## config.mk

```make
export PLATFORM = sky130hd
export DESIGN_NAME = cubic_bezier_forward_difference_unit
export DESIGN_NICKNAME = d
export VERILOG_FILES = /design/src/hw/rtl/cbfd_pkg.sv /design/src/hw/rtl/cbfd_front.sv /design/src/hw/rtl/cbfd_queue.sv /design/src/hw/rtl/cbfd_back.sv /design/src/hw/rtl/cubic_bezier_forward_difference_unit.sv
export VERILOG_INCLUDE_DIRS = /design/src /design/src/hw/rtl
export SDC_FILE = /design/constraint.sdc
export NUM_CORES = 2
export LEC_CHECK = 0
export BUFFER_PORTS_ARGS = -buffer_cell sky130_fd_sc_hd__buf_4
export CAP_MARGIN = 15
export CORE_MARGIN = 1
export CORE_UTILIZATION = 40
export DETAILED_ROUTE_END_ITERATION = 16
export SKIP_LAST_GASP = 1
export SLEW_MARGIN = 5
export SYNTH_ARGS = -nofsm -noshare
export SYNTH_HDL_FRONTEND = slang
export SYNTH_SLANG_ARGS = --single-unit
```

## constraint.sdc

```tcl
create_clock -name i_clk -period 17.4 [get_ports i_clk]
set_clock_uncertainty 0.1 [all_clocks]
set_input_delay 3.48 -clock i_clk [delete_from_list [all_inputs] [get_ports i_clk]]
set_output_delay 3.48 -clock i_clk [all_outputs]
set_load 0.03 [all_outputs]
```

## src/hw/rtl/cubic_bezier_forward_difference_unit_macros.svh

```systemverilog
// Assertion macros for the cubic Bezier forward difference unit.
// Included by the RTL files that carry concurrent checks; no other dependencies.
`ifndef CUBIC_BEZIER_FORWARD_DIFFERENCE_UNIT_MACROS_SVH
`define CUBIC_BEZIER_FORWARD_DIFFERENCE_UNIT_MACROS_SVH

`ifndef NO_ASSERTIONS

`define CBFD_ASSERT_IMP(label, clk, rst_n, ante, cons) \
    label: assert property (@(posedge clk) disable iff (!rst_n) (ante) |-> (cons)) \
        else $error("same-cycle implication check failed");

`define CBFD_ASSERT_NEXT(label, clk, rst_n, ante, cons) \
    label: assert property (@(posedge clk) disable iff (!rst_n) (ante) |=> (cons)) \
        else $error("next-cycle implication check failed");

`else

`define CBFD_ASSERT_IMP(label, clk, rst_n, ante, cons)

`define CBFD_ASSERT_NEXT(label, clk, rst_n, ante, cons)

`endif

`endif

```

## src/hw/rtl/cbfd_pkg.sv

```systemverilog
// Shared types, constants and the rounding function of the Bezier unit.
// No dependencies; used by every module of the block.
package cbfd_pkg;

    localparam int COORD_W        = 16;
    localparam int LANES          = 3;
    localparam int CTRL_PTS       = 4;
    localparam int ACC_W          = 40;
    localparam int SHIFT_W        = 3;
    localparam int IDX_W          = 6;
    localparam int MAX_STEP_SHIFT = 5;
    localparam int STEP_SHIFT_RST = 4;
    localparam int IN_W           = COORD_W * LANES * CTRL_PTS;
    localparam int OUT_W          = 56;
    localparam int QDEPTH         = 2;
    localparam int QPTR_W         = $clog2(QDEPTH);

    typedef logic signed [COORD_W-1:0]          t_coord;
    typedef logic signed [ACC_W-1:0]            t_acc;
    typedef logic [LANES-1:0][ACC_W-1:0]        t_acc_vec;
    typedef logic [SHIFT_W-1:0]                 t_shift;
    typedef logic [IDX_W-1:0]                   t_idx;

    typedef struct packed {
        t_acc_vec p;
        t_acc_vec d1;
        t_acc_vec d2;
        t_acc_vec d3;
        t_shift   shift;
    } t_job;

    typedef enum logic [0:0] {
        BK_IDLE,
        BK_RUN
    } t_back_state;

    function automatic logic [3:0] triple_shift(t_shift s);
        return {1'b0, s} + {s, 1'b0};
    endfunction

    // round half up from 3*s fractional bits down to Q8.8
    function automatic t_coord round_point(t_acc v, t_shift s);
        logic [3:0] k;
        t_acc       bias;
        t_acc       sum;
        k    = triple_shift(s);
        bias = (s == '0) ? '0 : (t_acc'(1) <<< (k - 4'd1));
        sum  = v + bias;
        return t_coord'(sum >>> k);
    endfunction

endpackage

```

## src/hw/rtl/cbfd_front.sv

```systemverilog
// Front end: accepts control points, forms the polynomial coefficients and the
// initial forward differences, and hands a job to the queue. Uses cbfd_pkg.
module cbfd_front (
    input  logic                      i_clk,
    input  logic                      i_rst_n,
    input  logic                      i_valid,
    output logic                      o_ready,
    input  logic [cbfd_pkg::IN_W-1:0] i_data,
    input  cbfd_pkg::t_shift          i_shift,
    output logic                      o_push,
    output cbfd_pkg::t_job            o_job,
    input  logic                      i_q_ready
);

    logic               r_vld;
    cbfd_pkg::t_shift   r_shift;
    cbfd_pkg::t_acc     r_q0 [cbfd_pkg::LANES];
    cbfd_pkg::t_acc     r_a  [cbfd_pkg::LANES];
    cbfd_pkg::t_acc     r_b  [cbfd_pkg::LANES];
    cbfd_pkg::t_acc     r_c  [cbfd_pkg::LANES];

    cbfd_pkg::t_acc     w_q  [cbfd_pkg::CTRL_PTS][cbfd_pkg::LANES];
    cbfd_pkg::t_acc     n_a  [cbfd_pkg::LANES];
    cbfd_pkg::t_acc     n_b  [cbfd_pkg::LANES];
    cbfd_pkg::t_acc     n_c  [cbfd_pkg::LANES];
    logic               w_take;
    logic [3:0]         w_k3;
    logic [3:0]         w_k2;
    logic [3:0]         w_k1p;

    assign o_ready = !r_vld || i_q_ready;
    assign w_take  = i_valid && o_ready;
    assign o_push  = r_vld;

    always_comb begin
        cbfd_pkg::t_coord coord;
        cbfd_pkg::t_acc   diff;
        cbfd_pkg::t_acc   e;
        cbfd_pkg::t_acc   f;
        for (int pt = 0; pt < cbfd_pkg::CTRL_PTS; pt++) begin
            for (int k = 0; k < cbfd_pkg::LANES; k++) begin
                coord = i_data[(pt * cbfd_pkg::LANES + k) * cbfd_pkg::COORD_W +:
                               cbfd_pkg::COORD_W];
                w_q[pt][k] = cbfd_pkg::t_acc'(coord);
            end
        end
        for (int k = 0; k < cbfd_pkg::LANES; k++) begin
            diff    = w_q[1][k] - w_q[0][k];
            n_a[k]  = diff + (diff <<< 1);
            e       = w_q[0][k] - (w_q[1][k] <<< 1) + w_q[2][k];
            n_b[k]  = e + (e <<< 1);
            f       = w_q[1][k] - w_q[2][k];
            n_c[k]  = w_q[3][k] - w_q[0][k] + f + (f <<< 1);
        end
    end

    always_ff @(posedge i_clk) begin
        if (!i_rst_n) begin
            r_vld <= 1'b0;
        end else if (w_take) begin
            r_vld <= 1'b1;
        end else if (i_q_ready) begin
            r_vld <= 1'b0;
        end
    end

    always_ff @(posedge i_clk) begin
        if (w_take) begin
            r_shift <= i_shift;
            for (int k = 0; k < cbfd_pkg::LANES; k++) begin
                r_q0[k] <= w_q[0][k];
                r_a[k]  <= n_a[k];
                r_b[k]  <= n_b[k];
                r_c[k]  <= n_c[k];
            end
        end
    end

    assign w_k3  = cbfd_pkg::triple_shift(r_shift);
    assign w_k2  = {r_shift, 1'b0};
    assign w_k1p = {1'b0, r_shift} + 4'd1;

    // p = P0<<3s, d1 = a<<2s + b<<s + c, d2 = b<<(s+1) + 6c, d3 = 6c
    always_comb begin
        cbfd_pkg::t_acc c6;
        o_job.shift = r_shift;
        for (int k = 0; k < cbfd_pkg::LANES; k++) begin
            c6          = (r_c[k] <<< 2) + (r_c[k] <<< 1);
            o_job.p[k]  = r_q0[k] <<< w_k3;
            o_job.d1[k] = (r_a[k] <<< w_k2) + (r_b[k] <<< r_shift) + r_c[k];
            o_job.d2[k] = (r_b[k] <<< w_k1p) + c6;
            o_job.d3[k] = c6;
        end
    end

endmodule

```

## src/hw/rtl/cbfd_queue.sv

```systemverilog
// Short job queue between front and back end, held in flip-flops.
// Depth is a power of two from cbfd_pkg; carries cbfd_pkg::t_job.
module cbfd_queue (
    input  logic           i_clk,
    input  logic           i_rst_n,
    input  logic           i_push,
    input  cbfd_pkg::t_job i_job,
    output logic           o_ready,
    output logic           o_valid,
    output cbfd_pkg::t_job o_job,
    input  logic           i_pop
);

    cbfd_pkg::t_job                  r_mem [cbfd_pkg::QDEPTH];
    logic [cbfd_pkg::QPTR_W-1:0]     r_wr;
    logic [cbfd_pkg::QPTR_W-1:0]     r_rd;
    logic [cbfd_pkg::QPTR_W:0]       r_count;
    logic                            w_wr;
    logic                            w_rd;

    assign o_ready = r_count != (cbfd_pkg::QPTR_W + 1)'(cbfd_pkg::QDEPTH);
    assign o_valid = r_count != '0;
    assign o_job   = r_mem[r_rd];
    assign w_wr    = i_push && o_ready;
    assign w_rd    = i_pop && o_valid;

    always_ff @(posedge i_clk) begin
        if (!i_rst_n) begin
            r_wr    <= '0;
            r_rd    <= '0;
            r_count <= '0;
        end else begin
            if (w_wr) begin
                r_wr <= r_wr + 1'b1;
            end
            if (w_rd) begin
                r_rd <= r_rd + 1'b1;
            end
            if (w_wr && !w_rd) begin
                r_count <= r_count + 1'b1;
            end else if (!w_wr && w_rd) begin
                r_count <= r_count - 1'b1;
            end
        end
    end

    always_ff @(posedge i_clk) begin
        if (w_wr) begin
            r_mem[r_wr] <= i_job;
        end
    end

endmodule

```

## src/hw/rtl/cbfd_back.sv

```systemverilog
// Back end (uses cbfd_pkg, macros): runs the forward difference recurrence of
// one job; unless stalled, emits one rounded point per cycle to an output reg.
`include "cubic_bezier_forward_difference_unit_macros.svh"

module cbfd_back (
    input  logic             i_clk,
    input  logic             i_rst_n,
    input  logic             i_q_valid,
    input  cbfd_pkg::t_job   i_job,
    output logic             o_pop,
    output logic             o_valid,
    input  logic             i_ready,
    output cbfd_pkg::t_coord o_x,
    output cbfd_pkg::t_coord o_y,
    output cbfd_pkg::t_coord o_z,
    output cbfd_pkg::t_idx   o_idx,
    output logic             o_last
);

    cbfd_pkg::t_back_state r_state;
    cbfd_pkg::t_back_state n_state;
    cbfd_pkg::t_acc        r_p  [cbfd_pkg::LANES];
    cbfd_pkg::t_acc        r_d1 [cbfd_pkg::LANES];
    cbfd_pkg::t_acc        r_d2 [cbfd_pkg::LANES];
    cbfd_pkg::t_acc        r_d3 [cbfd_pkg::LANES];
    cbfd_pkg::t_shift      r_shift;
    cbfd_pkg::t_idx        r_n;
    cbfd_pkg::t_idx        r_idx;
    logic                  r_out_vld;
    logic                  n_out_vld;
    cbfd_pkg::t_coord      r_out_pt [cbfd_pkg::LANES];
    cbfd_pkg::t_idx        r_out_idx;
    logic                  r_out_last;
    logic                  w_emit;
    logic                  w_last;

    assign w_last = r_idx == r_n;

    always_comb begin
        n_state   = r_state;
        o_pop     = 1'b0;
        w_emit    = 1'b0;
        n_out_vld = r_out_vld && !i_ready;
        unique case (r_state)
            cbfd_pkg::BK_IDLE: begin
                if (i_q_valid) begin
                    o_pop   = 1'b1;
                    n_state = cbfd_pkg::BK_RUN;
                end
            end
            cbfd_pkg::BK_RUN: begin
                if (!r_out_vld || i_ready) begin
                    w_emit    = 1'b1;
                    n_out_vld = 1'b1;
                    if (w_last) begin
                        n_state = cbfd_pkg::BK_IDLE;
                    end
                end
            end
            default: begin
                n_state = cbfd_pkg::BK_IDLE;
            end
        endcase
    end

    always_ff @(posedge i_clk) begin
        if (!i_rst_n) begin
            r_state   <= cbfd_pkg::BK_IDLE;
            r_out_vld <= 1'b0;
        end else begin
            r_state   <= n_state;
            r_out_vld <= n_out_vld;
        end
    end

    always_ff @(posedge i_clk) begin
        if (o_pop) begin
            r_shift <= i_job.shift;
            r_n     <= cbfd_pkg::t_idx'(1) << i_job.shift;
            r_idx   <= '0;
            for (int k = 0; k < cbfd_pkg::LANES; k++) begin
                r_p[k]  <= i_job.p[k];
                r_d1[k] <= i_job.d1[k];
                r_d2[k] <= i_job.d2[k];
                r_d3[k] <= i_job.d3[k];
            end
        end else if (w_emit) begin
            r_idx <= r_idx + 1'b1;
            for (int k = 0; k < cbfd_pkg::LANES; k++) begin
                r_p[k]  <= r_p[k] + r_d1[k];
                r_d1[k] <= r_d1[k] + r_d2[k];
                r_d2[k] <= r_d2[k] + r_d3[k];
            end
        end
    end

    always_ff @(posedge i_clk) begin
        if (w_emit) begin
            for (int k = 0; k < cbfd_pkg::LANES; k++) begin
                r_out_pt[k] <= cbfd_pkg::round_point(r_p[k], r_shift);
            end
            r_out_idx  <= r_idx;
            r_out_last <= w_last;
        end
    end

    assign o_valid = r_out_vld;
    assign o_x     = r_out_pt[0];
    assign o_y     = r_out_pt[1];
    assign o_z     = r_out_pt[2];
    assign o_idx   = r_out_idx;
    assign o_last  = r_out_last;

    `CBFD_ASSERT_NEXT(a_last_goes_idle, i_clk, i_rst_n, w_emit && w_last, r_state == cbfd_pkg::BK_IDLE)
    `CBFD_ASSERT_NEXT(a_idx_advances, i_clk, i_rst_n, w_emit && !w_last, r_idx == $past(r_idx) + 1'b1)
    `CBFD_ASSERT_IMP(a_last_not_first, i_clk, i_rst_n, r_out_vld && r_out_last, r_out_idx != '0)

endmodule

```

## src/hw/rtl/cubic_bezier_forward_difference_unit.sv

```systemverilog
// Each segment of four Q8.8 control points yields 2^s + 1 curve points, one per cycle
// while the output is not stalled, with the last marked on tlast; the back-end loop
// loads the job, then takes one accumulator step per point, and a two-entry queue lets the
// front end take and prepare the next segments meanwhile. s is step_shift, saturated to 5.
// Top level: holds the step_shift register and wires cbfd_front, cbfd_queue, cbfd_back.
// Depends on cbfd_pkg.
module cubic_bezier_forward_difference_unit (
    input  logic                       i_clk,
    input  logic                       i_rst_n,
    input  logic                       s_axis_tvalid,
    output logic                       s_axis_tready,
    // p0_x, p0_y, p0_z, p1_x, p1_y, p1_z, p2_x, p2_y, p2_z, p3_x, p3_y, p3_z
    input  logic [cbfd_pkg::IN_W-1:0]  s_axis_tdata,
    output logic                       m_axis_tvalid,
    input  logic                       m_axis_tready,
    // point_x, point_y, point_z, sample_index, two zero bits
    output logic [cbfd_pkg::OUT_W-1:0] m_axis_tdata,
    output logic                       m_axis_tlast,
    input  logic                       i_cfg_valid,
    output logic                       o_cfg_ready,
    input  logic [cbfd_pkg::SHIFT_W-1:0] i_cfg_data
);

    cbfd_pkg::t_shift r_step_shift;
    logic             w_push;
    cbfd_pkg::t_job   w_push_job;
    logic             w_q_ready;
    logic             w_q_valid;
    cbfd_pkg::t_job   w_head_job;
    logic             w_pop;
    cbfd_pkg::t_coord w_x;
    cbfd_pkg::t_coord w_y;
    cbfd_pkg::t_coord w_z;
    cbfd_pkg::t_idx   w_idx;

    assign o_cfg_ready = 1'b1;

    always_ff @(posedge i_clk) begin
        if (!i_rst_n) begin
            r_step_shift <= cbfd_pkg::t_shift'(cbfd_pkg::STEP_SHIFT_RST);
        end else if (i_cfg_valid) begin
            r_step_shift <= (i_cfg_data > cbfd_pkg::t_shift'(cbfd_pkg::MAX_STEP_SHIFT))
                          ? cbfd_pkg::t_shift'(cbfd_pkg::MAX_STEP_SHIFT) : i_cfg_data;
        end
    end

    cbfd_front u_front (
        .i_clk     (i_clk),
        .i_rst_n   (i_rst_n),
        .i_valid   (s_axis_tvalid),
        .o_ready   (s_axis_tready),
        .i_data    (s_axis_tdata),
        .i_shift   (r_step_shift),
        .o_push    (w_push),
        .o_job     (w_push_job),
        .i_q_ready (w_q_ready)
    );

    cbfd_queue u_queue (
        .i_clk   (i_clk),
        .i_rst_n (i_rst_n),
        .i_push  (w_push),
        .i_job   (w_push_job),
        .o_ready (w_q_ready),
        .o_valid (w_q_valid),
        .o_job   (w_head_job),
        .i_pop   (w_pop)
    );

    cbfd_back u_back (
        .i_clk     (i_clk),
        .i_rst_n   (i_rst_n),
        .i_q_valid (w_q_valid),
        .i_job     (w_head_job),
        .o_pop     (w_pop),
        .o_valid   (m_axis_tvalid),
        .i_ready   (m_axis_tready),
        .o_x       (w_x),
        .o_y       (w_y),
        .o_z       (w_z),
        .o_idx     (w_idx),
        .o_last    (m_axis_tlast)
    );

    assign m_axis_tdata = {2'b00, w_idx, w_z, w_y, w_x};

endmodule
```

# --- After elaboration in Yosys (flattened, before gate mapping) ---
# Memories as Yosys holds them, arrays and structs flattened. A register that Yosys moved wholly into a read port is not among the register bits.
# Cells that the tools add are included.
totals:
  output_inout_bits: 60
  word_cells: 166
  inputBits: 200
  reg_bits: 35
  memories: 10
  ram_bits: 1974
op_classes:
  bitwise: 10
  eq_ne: 2
  addsub: 60
  n_reduce_logical: 17
  n_lt_le_gt_ge: 1
  n_mux: 36
  shifts: 17
mem_list:
  columns: ["name", "depth", "word_bits", "rd", "rd_clocked_by_memory_dff", "write_ports", "line_no", "rtl"]
  rows:
  - ["u_queue.r_mem", 2, 483, 1, 1, 1, "cbfd_queue.sv:14", "cbfd_pkg::t_job r_mem [cbfd_pkg::QDEPTH];"]
  - ["u_back.r_d1", 3, 40, 3, 0, 3, "cbfd_back.sv:23", "cbfd_pkg::t_acc r_d1 [cbfd_pkg::LANES];"]
  - ["u_back.r_d2", 3, 40, 3, 0, 3, "cbfd_back.sv:24", "cbfd_pkg::t_acc r_d2 [cbfd_pkg::LANES];"]
  - ["u_back.r_d3", 3, 40, 3, 0, 3, "cbfd_back.sv:25", "cbfd_pkg::t_acc r_d3 [cbfd_pkg::LANES];"]
  - ["u_back.r_p", 3, 40, 3, 0, 3, "cbfd_back.sv:22", "cbfd_pkg::t_acc r_p [cbfd_pkg::LANES];"]
  - ["u_front.r_a", 3, 40, 3, 0, 3, "cbfd_front.sv:18", "cbfd_pkg::t_acc r_a [cbfd_pkg::LANES];"]
  - ["+4 memories", null, null, null, null, null, null, null]
op_table:
  columns: ["cell", "n"]
  rows:
  - ["adder 40 bit", 36]
  - ["two-way mux 40 bit", 10]
  - ["<<< shifter 40 x 4 -> 40 bit", 9]
  - ["subtractor 16 x 16 -> 17 bit", 9]
  - ["<<< shifter 40 x 3 -> 40 bit", 3]
  - [">>> shifter 40 x 4 -> 16 bit", 3]
  - ["adder 18 x 16 -> 19 bit", 3]
  - ["subtractor 16 x 17 -> 18 bit", 3]
  - ["<<< shifter 1 x 4 -> 40 bit (first input constant)", 1]
  - ["two-way mux 1 bit", 22]
  - ["OR 1 bit", 9]
  - ["adder 3 x 4 -> 4 bit", 2]
  - ["adder 6 x 1 -> 6 bit (second input constant)", 1]
  - ["== test 6 bit", 1]
  - ["logical AND 1 bit", 6]
  - ["nonzero test 2 bit", 3]
  - ["left shift 1 x 3 -> 6 bit (first input constant)", 1]
  - ["logical NOT 1 bit", 5]
  - ["adder 3 x 1 -> 4 bit (second input constant)", 1]
  - ["two-way mux 2 bit", 2]
  - ["subtractor 4 x 1 -> 4 bit (second input constant)", 1]
  - ["> comparator 3 bit (second input constant)", 1]
  - ["logical NOT 3 bit", 1]
  - ["two-way mux 3 bit", 1]
  - ["7 further kinds", 9]

# --- Logic depth before layout (Yosys ltp) ---
depth:
  ltp_word: 8
  mapped_depth: 28
  depth_no_buf: 28

# --- Cells and area by module ---
# A second synthesis with hierarchy kept.
hier_totals:
  cells_unflattened: 11398
  hier_area_um2: 122815.3
by_module_without_submodules:
  columns: ["module", "cells_each", "seq_area_each_um2", "n_inst", "area_per_inst_um2"]
  rows:
  - ["cbfd_front", 5863, 6866.6, 1, 48442.7]
  - ["cbfd_queue", 1527, 29107.9, 1, 37463.4]
  - ["cbfd_back", 3992, 13252.7, 1, 36770.3]
  - ["cubic_bezier_forward_difference_unit", 16, 60.1, 1, 138.9]

# --- Least setup slack after synthesis ---
# No wires, ideal clock.
synth_timing:
  path_type: "register -> register"
  start: "reg u_queue.r_count[0] (netlist name)"
  end: "reg u_queue.r_wr"
  setup_time_ns: 0.131
  stages_incl_launch_ff: 5
  required_ns: 17.169
  slack_ns: 0.042
  path_buffers: 0
  synth_period_minus_slack_ns: 17.358
  arrival_time_ns: 17.127
  path_cell_list: "dfxtp_1 nand2b_1 nand2_1 nor2_1 o21a_1"
synth_via:
  elab_chain_len: 2
synth_rtl:
  columns: ["item", "line_no", "rtl"]
  rows:
  - ["from (decl)", "cbfd_queue.sv:17", "logic [cbfd_pkg::QPTR_W:0] r_count;"]
  - ["from (signal assigned)", "cbfd_queue.sv:40", "r_count <= r_count + 1'b1;"]
  - ["from (signal assigned)", "cbfd_queue.sv:42", "r_count <= r_count - 1'b1;"]
  - ["inequality test 2 bit", "cbfd_queue.sv:21", "assign o_ready = r_count != (cbfd_pkg::QPTR_W + 1)'(cbfd_pkg::QDEPTH);"]
  - ["logical AND 1 bit", "cbfd_queue.sv:24", "assign w_wr = i_push && o_ready;"]
  - ["to (signal assigned)", "cbfd_queue.sv:34", "r_wr <= r_wr + 1'b1;"]
  - ["to (decl)", "cbfd_queue.sv:15", "logic [cbfd_pkg::QPTR_W-1:0] r_wr;"]
# No other way between the ends.
# A chain may end at the register's enable or synchronous reset.

==> results.md <==
- The number of enable flip-flop cells after synthesis is about 1400.
- The clock reaches the later pin of the worst-skew pair after 0.86 ns.
- In this run, placement finished with an instance count of 14780.
- The endpoint class of the critical path is a flop.
- The clock-pin transition on the worst setup and hold timing paths is 0.06 ns.
- Summing every instance area after synthesis gives between 0.1 and 0.15 mm².
- The width of the chip is 530.2 µm.
- Synthesis instantiated roughly 100 different standard cells from the library.
- Routability-driven placement finished with a final weighted congestion of just over 0.9.
- Of the synthesized area, sequential elements account for 0.3909.
- The largest incremental delay on the critical path is approximately 0.57 ns.
- The longest clock path from root to sink contains 4 buffers.
- Synthesis produced a netlist whose cell count is 11120.
- The cell type group with the largest total delay on the critical path is compound AO/OA/AOI/OAI gates.
- The initial antenna violation count is 14.
- The post-route non-filler standard cell count is 15090.
- The global-route usage over all layers is 0.2282.
- Setup violations remaining at the end of the flow were counted as 0.
- The library cell used most frequently in the layout, excluding fill and tap cells, is sky130_fd_sc_hd__edfxtp_1.
- The initialized floorplan defines 193 standard-cell rows.
- The final net count is roughly 13000.
- The wire-length estimate of the detail-placed layout is 257.6 mm.
- The CTS tree is built.
- By instance count, the cell type seen most on the critical path is sky130_fd_sc_hd__o21ai_0.
- In this run, CTS created clock tree buffers numbering around 170.
- The number of maximum-capacitance constraint violations is 0.
- The critical path class is in -> reg.
- Setup slack on the critical path of the routed design comes to just under 9 ns.
- In this run the tightest slew margin relative to its limit is 0.2686.
- The worst hold path begins at r_step_shift[2].
- The total negative slack is 0 ns.
- The slack of the worst reg-to-reg path is 9.41 ns.
- The starting utilization of the core area is 0.4028.
- The first global-routing pass estimated around 490 mm of wire.
- The post-synthesis area per instance is 10.04 µm².
- Synthesis inferred 1458 register bits.
- The final clock period utilization by the worst path is 0.5009.
- The proportion of layout cells with a drive suffix above 1 is 0.08920.
- The critical path launch point type is an input port.
- The final antenna-violating net count is 0.
- Measured on the finished design, the core utilization comes to 0.4442.
- The clock sink total is 1458.
- In the synthesized netlist the async set-or-reset flop fraction comes to 0.
- The library cells used most frequently in the layout, excluding fill and tap cells, are 1441 x sky130_fd_sc_hd__edfxtp_1, 956 x sky130_fd_sc_hd__nand2_1, 920 x sky130_fd_sc_hd__ha_1.
- The remaining routing DRC violations is 0.
- The final-report hold violation count is 0.
- The number of gates resized after CTS was 0.
- The number of buffer and inverter instances along the worst setup path is 2.
- Pin placement for this block handled 260 I/O pins.
- The flow ran to the end, and the final reports show no timing, DRC or antenna violations.
- The tree is rooted in a sky130_fd_sc_hd__clkbuf_16.
- For this run, the number of Yosys warnings is 0.
- Counting I/O delays and the setup requirement, the final critical path takes a little under 9 ns.
- The total area inside the core boundary comes to 0.2770 mm².
- The number of design-rule violations left by the first detailed-router iteration is 7466.
- Among all stages on the critical path, the largest delay is contributed by sky130_fd_sc_hd__a21boi_0.
- The slew of the pin with the lowest slew margin is 1.097 ns.
- The highest fanout seen on the critical path is 6.
- The final max-slew violation count is 0.
- The critical path starts at s_axis_tdata[48].
- Before antenna repair, the detailed router went through 6 iterations.
- The count of buffers from port buffering is around 260.
- For this block, the routed nets add up to 330.4 mm of wire.
- In this run the critical register-to-register path is launched from u_front.r_shift[1].
- The routed length per placed instance is 21.90 µm.
- The remaining global-route overflow is 0.
- Entering global routing, the biggest net connects 175 pins.
- Setup repair after global routing left no endpoint under its margin.
- Buffers added to address setup during post-CTS repair amount to 0.
- The routed layout has roughly 86000 vias.
- The via count of the first global-routing pass is ~83000.
- The worst setup timing slack at the placement stage is 7.885 ns.
- The data arrival at the endpoint of the critical path is about 9.2 ns.
- The number of hold-repair buffers added at the cts stage is 0.
- In the synthesized netlist the dominant register cell turns out to be sky130_fd_sc_hd__edfxtp_1.
- The type of the most critical hold path is reg -> reg.
- The ratio of routed vias to standard cells is about 5.7.
- The H-tree generated during clock tree synthesis spans 4 levels.
- The floorplan step defined a die boundary enclosing 0.2811 mm².
- The floorplan step set the die height to between 500 and 600 µm.
- Static timing analysis puts the maximum clock frequency at 114.7 MHz.
- For the worst setup path, the data required time is 17.90 ns.
- The area growth from synthesis to layout is 10.27%.
==> routing by layer <==
metal | part of all wire | track usage | vias to the layer above
met2 | 0.43 | 0.3480 | 2762
met4 | 0.032 | 0.07316 | 6
met5 | 0.00014 | 0 | -
li1 | - | - | 41100
met1 | 0.47 | 0.3332 | 41770
met3 | 0.069 | 0.02928 | 494
==> cells by family after synthesis <==
family / after synthesis / synth area share
multiplexers: 850 / 0.08771
XOR/XNOR: 761 / 0.05999
flip-flops: 1458 / 0.3909
buffers and inverters: 1129 / 0.03828
other: 2 / 0.00006731
AO/OA/AOI/OAI: 2976 / 0.1658
AND/OR/NAND/NOR: 2787 / 0.1132
adder cells (fa/ha/maj): 1153 / 0.1441
==> Yosys cell counts, types with 22 or more instances <==
master | n | share of area
sky130_fd_sc_hd__nand2_1 | 958 | 0.032
sky130_fd_sc_hd__fa_1 | 223 | 0.040
sky130_fd_sc_hd__mux2i_1 | 539 | 0.048
sky130_fd_sc_hd__mux2_2 | 232 | 0.023
sky130_fd_sc_hd__nand2b_1 | 102 | 0.0057
sky130_fd_sc_hd__nor3_1 | 195 | 0.0087
sky130_fd_sc_hd__a31o_2 | 30 | 0.0024
sky130_fd_sc_hd__o21ai_0 | 883 | 0.040
sky130_fd_sc_hd__or2_2 | 23 | 0.0013
sky130_fd_sc_hd__mux4_2 | 79 | 0.016
sky130_fd_sc_hd__a211oi_1 | 127 | 0.0085
sky130_fd_sc_hd__o211ai_1 | 58 | 0.0039
sky130_fd_sc_hd__nand3_1 | 205 | 0.0092
sky130_fd_sc_hd__or3_1 | 70 | 0.0039
sky130_fd_sc_hd__a211o_1 | 23 | 0.0018
sky130_fd_sc_hd__a21boi_0 | 128 | 0.0086
sky130_fd_sc_hd__nor2b_1 | 148 | 0.0083
sky130_fd_sc_hd__edfxtp_1 | 1441 | 0.39
sky130_fd_sc_hd__xor2_1 | 198 | 0.016
sky130_fd_sc_hd__nor2_1 | 805 | 0.027
sky130_fd_sc_hd__ha_1 | 922 | 0.10
sky130_fd_sc_hd__o22ai_1 | 48 | 0.0027
sky130_fd_sc_hd__o31ai_1 | 57 | 0.0038
sky130_fd_sc_hd__nand4_1 | 46 | 0.0026
sky130_fd_sc_hd__and3_1 | 100 | 0.0056
sky130_fd_sc_hd__and2_1 | 61 | 0.0034
sky130_fd_sc_hd__o21bai_1 | 65 | 0.0044
sky130_fd_sc_hd__a31oi_1 | 90 | 0.0050
sky130_fd_sc_hd__inv_1 | 745 | 0.025
sky130_fd_sc_hd__a21o_1 | 260 | 0.017
sky130_fd_sc_hd__o21a_1 | 88 | 0.0059
sky130_fd_sc_hd__clkbuf_1 | 281 | 0.0095
sky130_fd_sc_hd__o2111ai_1 | 25 | 0.0020
sky130_fd_sc_hd__a21oi_1 | 812 | 0.036
sky130_fd_sc_hd__a22oi_1 | 22 | 0.0015
sky130_fd_sc_hd__xnor2_1 | 560 | 0.044
sky130_fd_sc_hd__buf_1 | 87 | 0.0029
==> registers in the layout, summed over array words and instances (netlist names), 6 cells and up, named ones only <==
register         count
u_queue.r_mem      744
u_back.r_n           6
u_back.r_p          93
u_front.r_q0        48
u_front.r_b         63
u_back.r_d3         90
u_front.r_c         93
u_front.r_a         57
u_back.o_idx         6
u_back.r_out_pt     48
u_back.r_d1         93
u_back.r_idx         6
u_back.r_d2         93
==> stage by stage <==
stage	hold slack (ns)	instance area, µm²
after floorplan	0.3029	111600
after global placement	0.3225	117500
after detailed placement	0.3205	117500
after CTS	0.3453	123000
after global routing	0.3482	123000
final	0.3378	123000
==> path summary, 6_finish.rpt <==
check | endpoint | depth (start not counted)
worst max register to register | u_queue.r_mem[0][313] | 19
worst min-delay path | u_front.r_shift[2] | 0
worst min register to register | u_front.r_shift[2] | 0
worst max-delay path | u_front.r_c[0][26] | 25
==> final cells by class <==
class                           instances  area [µm²]
Multi-Input combinational cell       8530       63860
Timing Repair Buffer                  343        2623
Antenna cell                            4       10.01
Clock buffer                          183        4239
Fill cell                           25890      153900
Tap cell                             3705        4636
Clock inverter                        115        1227
Sequential cell                      1458       43620
Inverter                              750        2826
Power is left out: the tool's default activity adds up to more than one toggle a clock period on the data nets, which glitch-free logic cannot reach.
